### src/rtl/srrr_pkg.sv
package srrr_pkg;

  localparam int WINDOW_DEF   = 32;
  localparam int SEQ_BITS_DEF = 16;
  localparam int OUT_SEQ_W    = 16;

  typedef enum logic [1:0] {
    ST_DELIVERED = 2'd0,
    ST_HELD      = 2'd1,
    ST_DISCARDED = 2'd2,
    ST_BEYOND    = 2'd3
  } rx_status_t;

  typedef enum logic {
    S_IDLE,
    S_OUT
  } ctrl_state_t;

  typedef struct packed {
    logic load;   // take the input number and classify it
    logic step;   // drain the next held number
  } dp_cmd_t;

  typedef struct packed {
    logic last;   // result in the output register is the final one
  } dp_stat_t;

endpackage

### src/rtl/srrr_ctrl.sv
module srrr_ctrl (
  input  logic              clk,
  input  logic              rst,
  input  logic              in_valid,
  output logic              in_ready,
  output logic              out_valid,
  input  logic              out_ready,
  input  srrr_pkg::dp_stat_t stat,
  output srrr_pkg::dp_cmd_t  cmd
);
  import srrr_pkg::*;

  ctrl_state_t state;
  ctrl_state_t state_next;

  always_ff @(posedge clk) begin
    if (rst) begin
      state <= S_IDLE;
    end else begin
      state <= state_next;
    end
  end

  always_comb begin
    state_next = state;
    unique case (state)
      S_IDLE: begin
        if (in_valid) state_next = S_OUT;
      end
      S_OUT: begin
        if (out_ready && stat.last) state_next = S_IDLE;
      end
      default: state_next = S_IDLE;
    endcase
  end

  always_comb begin
    in_ready  = 1'b0;
    out_valid = 1'b0;
    cmd       = '0;
    unique case (state)
      S_IDLE: begin
        in_ready = 1'b1;
        cmd.load = in_valid;
      end
      S_OUT: begin
        out_valid = 1'b1;
        cmd.step  = out_ready && !stat.last;
      end
      default: begin
        in_ready = 1'b0;
      end
    endcase
  end

endmodule

### src/rtl/srrr_datapath.sv
module srrr_datapath #(
  parameter int WINDOW   = srrr_pkg::WINDOW_DEF,
  parameter int SEQ_BITS = srrr_pkg::SEQ_BITS_DEF
) (
  input  logic                          clk,
  input  logic                          rst,
  input  srrr_pkg::dp_cmd_t             cmd,
  output srrr_pkg::dp_stat_t            stat,
  input  logic [15:0]                   seq_num,
  output logic [1:0]                    status,
  output logic                          delivered_valid,
  output logic [srrr_pkg::OUT_SEQ_W-1:0] delivered_seq,
  output logic                          ack_valid,
  output logic [srrr_pkg::OUT_SEQ_W-1:0] ack_seq,
  output logic                          last
);
  import srrr_pkg::*;

  localparam int IDX_W = $clog2(WINDOW);

  // window state
  logic [SEQ_BITS-1:0] expected_seq;
  logic [SEQ_BITS-1:0] expected_seq_next;
  logic                started;
  logic                started_next;
  logic [WINDOW-1:0]   held_map;
  logic [WINDOW-1:0]   held_map_next;

  // result register
  rx_status_t            res_status;
  rx_status_t            res_status_next;
  logic                  res_dvalid;
  logic                  res_dvalid_next;
  logic [OUT_SEQ_W-1:0]  res_dseq;
  logic [OUT_SEQ_W-1:0]  res_dseq_next;
  logic                  res_avalid;
  logic                  res_avalid_next;
  logic [OUT_SEQ_W-1:0]  res_aseq;
  logic [OUT_SEQ_W-1:0]  res_aseq_next;
  logic                  res_last;
  logic                  res_last_next;

  logic [SEQ_BITS-1:0] seq;
  logic [SEQ_BITS-1:0] offset;
  logic [SEQ_BITS-1:0] cur;
  logic [WINDOW-1:0]   map_shift;
  logic                deliver;

  assign seq       = SEQ_BITS'(seq_num);
  assign offset    = seq - expected_seq;
  assign deliver   = cmd.step || (cmd.load && (offset == '0));
  assign cur       = cmd.step ? expected_seq : seq;
  assign map_shift = held_map >> 1;

  always_comb begin
    expected_seq_next = expected_seq;
    started_next      = started;
    held_map_next     = held_map;
    res_status_next   = res_status;
    res_dvalid_next   = res_dvalid;
    res_dseq_next     = res_dseq;
    res_avalid_next   = res_avalid;
    res_aseq_next     = res_aseq;
    res_last_next     = res_last;
    if (deliver) begin
      expected_seq_next = cur + SEQ_BITS'(1);
      started_next      = 1'b1;
      held_map_next     = map_shift;
      res_status_next   = ST_DELIVERED;
      res_dvalid_next   = 1'b1;
      res_dseq_next     = OUT_SEQ_W'(cur);
      res_avalid_next   = 1'b1;
      res_aseq_next     = OUT_SEQ_W'(cur);
      res_last_next     = !map_shift[0];
    end else if (cmd.load) begin
      res_dvalid_next = 1'b0;
      res_dseq_next   = '0;
      res_avalid_next = started;
      res_aseq_next   = started ? OUT_SEQ_W'(expected_seq - SEQ_BITS'(1)) : '0;
      res_last_next   = 1'b1;
      if (offset[SEQ_BITS-1]) begin
        res_status_next = ST_DISCARDED;
      end else if (offset < SEQ_BITS'(WINDOW)) begin
        held_map_next[offset[IDX_W-1:0]] = 1'b1;
        res_status_next = ST_HELD;
      end else begin
        res_status_next = ST_BEYOND;
      end
    end
  end

  always_ff @(posedge clk) begin
    if (rst) begin
      expected_seq <= '0;
      started      <= 1'b0;
      held_map     <= '0;
    end else begin
      expected_seq <= expected_seq_next;
      started      <= started_next;
      held_map     <= held_map_next;
    end
  end

  always_ff @(posedge clk) begin
    res_status <= res_status_next;
    res_dvalid <= res_dvalid_next;
    res_dseq   <= res_dseq_next;
    res_avalid <= res_avalid_next;
    res_aseq   <= res_aseq_next;
    res_last   <= res_last_next;
  end

  assign stat.last       = res_last;
  assign status          = res_status;
  assign delivered_valid = res_dvalid;
  assign delivered_seq   = res_dseq;
  assign ack_valid       = res_avalid;
  assign ack_seq         = res_aseq;
  assign last            = res_last;

endmodule

### src/rtl/selective_repeat_reorder_receiver_top.sv
// Selective-repeat receive window with in-order delivery.
//
// Input channel (in_valid/in_ready, seq_num): one arriving sequence number per
// transfer, taken modulo 2^SEQ_BITS. Output channel (out_valid/out_ready):
// one result per transfer with status, the delivered number when there is one,
// the cumulative ack, and last on the final result caused by the input.
//
// The first result is valid in the cycle after the input transfer.
// An input causing R results is taken while the controller is idle; the
// results then follow one per cycle while out_ready is high, all through a
// single output register. Held numbers that become consecutive are drained
// one per cycle from the bitmap under out_ready, R ranging from 1 to WINDOW.
// in_ready is high only while no result is pending.
//
// Reset (rst, synchronous): expected number 0, nothing delivered, bitmap
// empty, controller idle with in_ready high.
//
// A stalled receiver (out_ready low) simply holds the current result; no
// drain step or new input is taken until it is transferred.
module selective_repeat_reorder_receiver_top #(
  parameter int WINDOW   = srrr_pkg::WINDOW_DEF,
  parameter int SEQ_BITS = srrr_pkg::SEQ_BITS_DEF
) (
  input  logic                           clk,
  input  logic                           rst,
  input  logic                           in_valid,
  output logic                           in_ready,
  input  logic [15:0]                    seq_num,
  output logic                           out_valid,
  input  logic                           out_ready,
  output logic [1:0]                     status,
  output logic                           delivered_valid,
  output logic [srrr_pkg::OUT_SEQ_W-1:0] delivered_seq,
  output logic                           ack_valid,
  output logic [srrr_pkg::OUT_SEQ_W-1:0] ack_seq,
  output logic                           last
);
  import srrr_pkg::*;

  dp_cmd_t  cmd;
  dp_stat_t stat;

  // handshake sequencing
  srrr_ctrl u_ctrl (
    .clk       (clk),
    .rst       (rst),
    .in_valid  (in_valid),
    .in_ready  (in_ready),
    .out_valid (out_valid),
    .out_ready (out_ready),
    .stat      (stat),
    .cmd       (cmd)
  );

  // window state, classification and result register
  srrr_datapath #(
    .WINDOW   (WINDOW),
    .SEQ_BITS (SEQ_BITS)
  ) u_datapath (
    .clk             (clk),
    .rst             (rst),
    .cmd             (cmd),
    .stat            (stat),
    .seq_num         (seq_num),
    .status          (status),
    .delivered_valid (delivered_valid),
    .delivered_seq   (delivered_seq),
    .ack_valid       (ack_valid),
    .ack_seq         (ack_seq),
    .last            (last)
  );

endmodule
### config.mk
export PLATFORM = sky130hd
export DESIGN_NAME = selective_repeat_reorder_receiver_top
export DESIGN_NICKNAME = d
export VERILOG_FILES = /design/src/rtl/srrr_pkg.sv /design/src/rtl/srrr_ctrl.sv /design/src/rtl/srrr_datapath.sv /design/src/rtl/selective_repeat_reorder_receiver_top.sv
export SDC_FILE = /design/constraint.sdc
export NUM_CORES = 1
export LEC_CHECK = 0
export ABC_AREA = 1
export BUFFER_PORTS_ARGS = -buffer_cell sky130_fd_sc_hd__buf_2
export CAP_MARGIN = 25
export CORE_MARGIN = 2
export CORE_UTILIZATION = 64
export DETAILED_ROUTE_END_ITERATION = 6
export PLACE_DENSITY = 0.88
export SLEW_MARGIN = 20
export SYNTH_ARGS = -nofsm -noshare
export SYNTH_HDL_FRONTEND = slang
export SYNTH_SLANG_ARGS = --single-unit
### constraint.sdc
create_clock -name clk -period 6.5 [get_ports clk]
set_clock_uncertainty 0.2 [all_clocks]
set_input_delay 0.325 -clock clk [delete_from_list [all_inputs] [get_ports clk]]
set_output_delay 0.325 -clock clk [all_outputs]
set_load 0.05 [all_outputs]
==> out/qor.yml, run 1 <==
sta:
  timing.fmax_ghz: 0.246
  setup_viol: 0
  relSlewSlack_pct: 34.4
  slew_viol_final: 0
  tightest_slew_ns: 0.982
  rsz0062_at_grt: "false"
  setup_tns_ns: 0
  hold_violations: 0
  fin_crit_ns: 4.07
  finalCritPeriodShare_pct: 62.6
  hold_ws_ns: 0.0266
setup_path:
  path_delay_family: "simple AND/OR/NAND/NOR gates"
  worst-setup-path-type: "register to register"
  cp_max_fo: 97
  crit_start: "u_datapath.expected_seq[0]"
  cp.arrival_ns: 3.95
  path_buf_inv: 2
  cp_cell_sequence: "ha_1 -> fa_1 -> inv_1 -> nand3_1 -> nand2_2 -> xnor2_2 -> nand2_1 -> nor2_2 -> nand2_1 -> nor2_1 -> nand3_2 -> nand2_4 -> inv_2 -> nand2_2 -> o21ai_0"
  crit_path_top_delay_cell: "nand2_4"
  r2r_start: "u_datapath.expected_seq[0]"
  start_kind: "register"
  worstSetupEndpointType: "register"
  cp.required_ns: 6.39
  cpPeakStageDelay_ns: 0.68
synth:
  yosys_warnings: 0
  avgSynthCellArea_um2: 6.81
  yosysSeqAreaShare_pct: 38.0
  synthCells: 793
  synth_area_um2: 5400
  ys_types: 36
  synthesis.nets: 832
  synth_edf_count: 33
  ys_seq_elements: 86
  synth-main-ff-cell: "dfxtp_1"
  async_flop_share_pct: 0
routing:
  vias: 5098
  first_pass_iters: 5
  drt_iter0_drc: 359
  routed_via_density: 5.36
  postRouteAntennaNets: 0
  wl_per_cell_um: 13.7
  wirelength_um: 13000
  drc: 0
cells_and_area:
  area_delta_synth_final_pct: 9.25
  antenna_cells: 0
  nNetsFinal: 880
  drive_above_1_share_pct: 10.6
power_and_ir_drop:
  p_total_w: 0.00114
  peakVddDrop_uv: 148
  power.leakage_nw: 2.97
  p_per_area_nw_per_um2: 193
cts:
  ctsResizeCount: 0
  cts_hold_buf: 1
  cts_tree: "done"
  h-tree-depth: 3
  cts_buffers: 9
  root_buffer: "clkbuf_8"
  worst_skew_pair.late_latency_ns: 0.36
  cts_setup_buffers: 0
  clock_path_buffers: 2
  cts.sinks: 86
  clk_pin_slew_ns: 0.09
placed_design:
  detailed_place_hpwl_um: 9670
  place.gp.congestion: 0.964
  numPortBuffers: 58
floorplanning:
  die_w_um: 95.8
  design.core.area_um2: 8220
  start_util_pct: 65.7
  fp.dieH_um: 95.8
  rows: 33
  dieArea_um2: 9190
  io_pins: 59
min_path:
  hold_path.class: "primary input to register"
  min-delay-start: "out_ready"
grt:
  grt_pass1_wl_um: 21100
  track_usage_pct: 29.2
  grt_overflow: 0
  grt_pass1_vias: 4554
  antenna_found_initial: 0
  grt_start_max_net_pins: 98
run:
  maxCapViolations: 0
status:
  outcome: "complete, no violations"
## cell usage after synthesis, drive strengths merged, types with 2 or more instances
cell type  instances  area [µm²]
nand2            215         822
inv              139         522
nor2             103         392
nand3             59         305
dfxtp             53        1060
o21ai             46         234
a21oi             43         219
edfxtp            33         991
xor2              22         193
buf               20         130
ha                18         225
xnor2              9        93.8
nor3               8        40.0
nand4              7        43.8
clkbuf             4        15.0
and2               3        18.8
nand3b             2        15.0
nor4               2        12.5
o21a               2        15.0
## per-layer routing
layer / wire [µm] / part of all wire [%] / vias to the layer above / track usage [%]
li1: - / - / 2565 / -
met4: 286 / 2.2 / 0 / 9.64
met1: 5750 / 44 / 2275 / 40.4
met3: 1120 / 8.6 / 31 / 5.72
met2: 5850 / 45 / 227 / 46.0
met5: 0 / 0 / - / 0
## state kept, by name, indices dropped and copies added (netlist names)
name                        cells
u_datapath.held_map            31
u_datapath.status               2
u_datapath.delivered_seq       16
u_datapath.expected_seq        16
u_datapath.ack_valid            1
u_datapath.ack_seq             16
u_datapath.last                 1
u_datapath.started              1
u_ctrl.state                    1
u_datapath.delivered_valid      1
## final cells by class
cell class	count	area, µm²
Sequential cell	86	2050
Fill cell	672	2320
Tap cell	105	131
Timing Repair Buffer	61	315
Clock inverter	6	48.8
Multi-Input combinational cell	544	2680
Clock buffer	10	149
Inverter	139	522
## final timing paths
path | end | slack [ns] | depth (start not counted)
setup reg to reg | u_datapath.ack_seq[13] | 2.43 | 15
hold reg to reg | u_datapath.held_map[29] | 0.27 | 2
hold / removal | u_ctrl.state | 0.03 | 2
setup / recovery | u_datapath.ack_seq[13] | 2.43 | 15
## power by group
group,total [W],internal (W),switching (W)
clock,0.000378,0.000167,0.000211
combinational,0.000184,0.0000493,0.000135
sequential,0.000575,0.000571,0.00000421
## kinds of logic (layout without fill, tap and decap cells)
kind of cell	Yosys count	count (layout)	synth area share (%)
muxes	1	1	0.185
adders and majority gates	19	19	4.54
xor gates and xnor gates	31	31	5.31
AOI/OAI and AO/OA	93	93	8.95
DFF	86	86	38.0
and+or+nand+nor	400	400	30.7
buffers and inverters	163	216	12.4
## cell usage in the layout (no fill, tap or decap), drive strengths merged
master | synthesis | layout
clkbuf | 4 | 10
mux2i | 1 | 1
a31oi | 1 | 1
o21ai | 46 | 46
nand4 | 7 | 7
inv | 139 | 142
fa | 1 | 1
nand2 | 215 | 215
clkinv | 0 | 3
and3 | 1 | 1
nor2 | 103 | 103
a21oi | 43 | 43
ha | 18 | 18
and2 | 3 | 3
nand3 | 59 | 59
buf | 20 | 60
xor2 | 22 | 22
xnor2 | 9 | 9
dlygate4sd3 | 0 | 1
a32oi | 1 | 1
dfxtp | 53 | 53
o21a | 2 | 2
nor4 | 2 | 2
edfxtp | 33 | 33
nand3b | 2 | 2
nor3 | 8 | 8
## stage by stage
step / utilization, % / cell area (µm²) / std cells / setup WS, ns
floorplan: - / 5400 / 793 / 3.67
global placement: 69.3 / 5690 / 934 / 2.54
detailed placement: 69.3 / 5690 / 934 / 2.34
CTS: 71.8 / 5900 / 951 / 2.46
global route: 71.8 / 5900 / 951 / 2.11
finish: 71.8 / 5900 / 951 / 2.43
Power figures use the tool's default switching activity.
==> run 2: changes to the inputs <==
- ABC_AREA: 1 -> 0
- CORE_UTILIZATION: 64 -> 60
- PLACE_DENSITY: 0.88 -> 0.83
- clock period: 6.5 -> 3.9 ns (I/O delays scaled with it)
==> out/qor.yml, run 2 <==
setup_path:
  worstSetupEndpointType: "register"  # unchanged
  crit_path_top_delay_cell: "dlygate4sd3_1"  # was nand2_4
  cpPeakStageDelay_ns: 0.53  # was 0.68 ns
  cp_max_fo: 16  # was 97
  r2r_start: "u_datapath.expected_seq[4]"  # was u_datapath.expected_seq[0]
  path_buf_inv: 3  # was 2
  start_kind: "primary input"  # was register
  r2r_setup_slack_ns: 0.16  # was 2.43 ns
  worst-setup-path-type: "primary input to register"  # was register to register
  path_delay_family: "simple AND/OR/NAND/NOR gates"  # unchanged
  cp.arrival_ns: 3.88  # was 3.95 ns
  r2r-end: "u_datapath.held_map[22]"  # was u_datapath.ack_seq[13]
  cp_cell_sequence: "dlygate4sd3_1 -> buf_2 -> ha_1 -> a21o_1 -> a21oi_4 -> a21oi_1 -> or4_4 -> a2111oi_4 -> nand4b_2 -> nor4b_4 -> nor2_4 -> buf_12 -> a211oi_2"  # was ha_1 -> fa_1 -> inv_1 -> nand3_1 -> nand2_2 -> xnor2_2 -> nand2_1 -> nor2_2 -> nand2_1 -> nor2_1 -> nand3_2 -> nand2_4 -> inv_2 -> nand2_2 -> o21ai_0
  cp.required_ns: 3.99  # was 6.39 ns
  r2r_cells: 12  # was 15
power_and_ir_drop:
  seqPwrFrac_pct: 50.1  # was 50.6%
  p_total_w: 0.00191  # was 0.00114 W
  p_sw_share_pct: 31.0  # was 30.7%
  p_comb_share_pct: 15.6  # was 16.2%
  clkPwrFrac_pct: 34.2  # was 33.3%
  power.leakage_nw: 2.49  # was 2.97 nW
  peakVddDrop_uv: 199  # was 148 µV
  p_int_w: 0.00132  # was 0.000787 W
  p_per_area_nw_per_um2: 303  # was 193 nW/µm²
  p_switching_w: 0.000591  # was 0.000350 W
routing:
  first_pass_iters: 5  # unchanged
  drc: 0  # unchanged
  postRouteAntennaNets: 0  # unchanged
  wl_per_cell_um: 18.7  # was 13.7 µm
  wirelength_um: 14900  # was 13000 µm
  routed_via_density: 6.54  # was 5.36
  vias: 5202  # was 5098
  drt_iter0_drc: 337  # was 359
cts:
  root_buffer: "clkbuf_8"  # unchanged
  clk_pin_slew_ns: 0.10  # was 0.09 ns
  cts_tree: "done"  # unchanged
  cts_buffers: 9  # unchanged
  worst_skew_pair.late_latency_ns: 0.38  # was 0.36 ns
  cts.sinks: 86  # unchanged
  h-tree-depth: 3  # unchanged
  clock_path_buffers: 2  # unchanged
sta:
  rsz0062_at_grt: "false"  # unchanged
  relSlewSlack_pct: 41.8  # was 34.4%
  finalCritPeriodShare_pct: 97.3
  setup_viol: 0  # unchanged
  slew_viol_final: 0  # unchanged
  setup_tns_ns: 0  # unchanged
  fin_crit_ns: 3.79
  hold_ws_ns: -0.00487  # was 0.0266 ns
  hold_violations: 2  # was 0
  tightest_slew_ns: 0.873  # was 0.982 ns
  timing.fmax_ghz: 0.264
grt:
  grt_pass1_wl_um: 23500  # was 21100 µm
  grt_start_max_net_pins: 73  # was 98
  grt_pass1_vias: 4844  # was 4554
  antenna_found_initial: 0  # unchanged
  grt_overflow: 0  # unchanged
  track_usage_pct: 29.4  # was 29.2%
cells_and_area:
  largest_reg_flops: 31  # unchanged
  nNetsFinal: 722  # was 880
  regMostFlops: "u_datapath.held_map"  # unchanged
  layout_commonest_cell: "buf_2"  # was nand2_1
  drive_above_1_share_pct: 20.9  # was 10.6%
  finalNonFillerCells: 796  # was 951
  fin_area_um2: 6280  # was 5900 µm²
  final_util_pct: 71.4  # was 71.8%
  layout_common_cells: "buf_2 (58), a21oi_1 (56), dfxtp_1 (53)"  # was nand2_1 (211), inv_1 (137), nor2_1 (101)
  area_delta_synth_final_pct: 14.2  # was 9.25%
  antenna_cells: 0  # unchanged
min_path:
  holdPathEnd: "u_ctrl.state"  # unchanged
  min-delay-start: "in_valid"  # was out_ready
  hold_path.class: "primary input to register"  # unchanged
  min_path_cells: 3  # was 2
placed_design:
  dp_cells: 770  # was 934
  detailed_place_hpwl_um: 10100  # was 9670 µm
  place.gp.congestion: 0.971  # was 0.964
  dpl_cell_area_um2: 5970  # was 5690 µm²
  numPortBuffers: 58  # unchanged
synth:
  synth_edf_count: 33  # unchanged
  ys_types: 68  # was 36
  avgSynthCellArea_um2: 8.85  # was 6.81 µm²
  synthesis.nets: 661  # was 832
  async_flop_share_pct: 0  # unchanged
  yosysMostFrequentCell: "a21oi_1"  # was nand2_1
  ys_seq_elements: 86  # unchanged
  synth_top_area_share_pct: 19.3  # was 19.7%
  synthCells: 622  # was 793
  synthTopCellsByCount: "a21oi_1 (57), dfxtp_1 (53), nand2_1 (51)"  # was nand2_1 (211), inv_1 (137), nor2_1 (101)
  yosys_warnings: 0  # unchanged
  synth_top_cell_by_area: "dfxtp_1"  # unchanged
  yosysSeqAreaShare_pct: 37.3  # was 38.0%
  yosys-top-cells-area: "dfxtp_1 (19%), edfxtp_1 (18%), a211oi_2 (6.1%)"  # was dfxtp_1 (20%), edfxtp_1 (18%), nand2_1 (15%)
  synth-main-ff-cell: "dfxtp_1"  # unchanged
  synth_area_um2: 5500  # was 5400 µm²
run:
  maxCapViolations: 0  # unchanged
status:
  violations: "hold timing"
  outcome: "finished with violations"  # was complete, no violations
floorplanning:
  dieArea_um2: 9950  # was 9190 µm²
  fp.dieH_um: 99.8  # was 95.8 µm
  rows: 34  # was 33
  io_pins: 59  # unchanged
  design.core.area_um2: 8810  # was 8220 µm²
  die_w_um: 99.8  # was 95.8 µm
  start_util_pct: 62.5  # was 65.7%
==> run 2: cell count changes after synthesis, sizes merged, moves of 13 or more <==
cell    before  now
a211oi       0   33
xor2        22    9
inv        139   28
clkbuf       4   31
nand3       59   34
a31oi        1   37
nand2      215   51
o21ai       46   17
a21oi       43   58
nor2       103   38
==> run 2: worst max path at each step <==
stage                                              to  cells after the start                       start
after floorplan           u_datapath.expected_seq[12]                     15             u_datapath.last
after global placement         u_datapath.ack_seq[11]                     11  u_datapath.expected_seq[7]
after detailed placement   u_datapath.expected_seq[2]                     14                  seq_num[0]
after CTS                  u_datapath.expected_seq[2]                     13                  seq_num[4]
after global routing          u_datapath.held_map[22]                     12  u_datapath.expected_seq[5]
final                         u_datapath.held_map[22]                     13                  seq_num[4]
==> run 2: layout make-up <==
cell class	count	area [µm²]
inverter	30	113
tap	108	135
timing repair buffer	94	634
multi-input combinational	462	3150
clock inverter	6	50.0
sequential	86	2050
clock buffer	10	149
fill	665	2520
==> run 2: cell families after synthesis <==
logic type | Yosys count | share of synthesized area, %
XOR/XNOR | 30 | 4.78
multiplexers | 8 | 1.48
AO/OA/AOI/OAI | 211 | 28.4
AND/OR/NAND/NOR | 193 | 17.8
adder cells (fa/ha/maj) | 19 | 4.46
flip-flops | 86 | 37.3
buffers and inverters | 75 | 5.87
==> run 2: through the flow <==
| stage | hold WS [ns] | setup slack [ns] |
|---|---|---|
| 4_1_cts | 0.000977 | 0.0628 |
| 6_report | -0.00487 | 0.107 |
| 2_1_floorplan | 0.138 | 0.139 |
| 3_3_place_gp | 0.238 | 0.180 |
| 3_5_place_dp | 0.230 | 0.0825 |
| 5_1_grt | 0.0326 | 0.00639 |
==> run 2: what timing repair did <==
item	CTS	global route
hold endpoints to repair	9	0
setup buffers	0	1
setup endpoints to repair	0	32
hold buffers	8	0
resized for setup	0	5
==> run 2: per-layer routing <==
layer	up-vias	wire, µm	track usage (%)
met5	-	0	0
met3	31	1170	5.06
li1	2452	-	-
met1	2466	6240	38.2
met4	0	261	8.64
met2	253	7180	50.3
==> run 2: power by group through the flow <==
stage | Combinational [W] | Clock [W] | Sequential [W]
after floorplan | 0.000138 | 0 | 0.00105
after global placement | 0.000283 | 0 | 0.000976
after detailed placement | 0.000286 | 0 | 0.000976
after CTS | 0.000293 | 0.000651 | 0.000956
after global routing | 0.000317 | 0.000685 | 0.000958
final | 0.000298 | 0.000652 | 0.000956
==> run 2: worst register-to-register path: stages, from the launching register on <==
cell and delay (ns):
dfxtp_1 0.41, inv_1 0.08, ha_1 0.37, a21o_1 0.25, a21oi_4 0.23, a21oi_1 0.09, or4_4 0.44, a2111oi_4 0.38
nand4b_2 0.20, nor4b_4 0.37, nor2_4 0.21, buf_12 0.24, a211oi_2 0.18
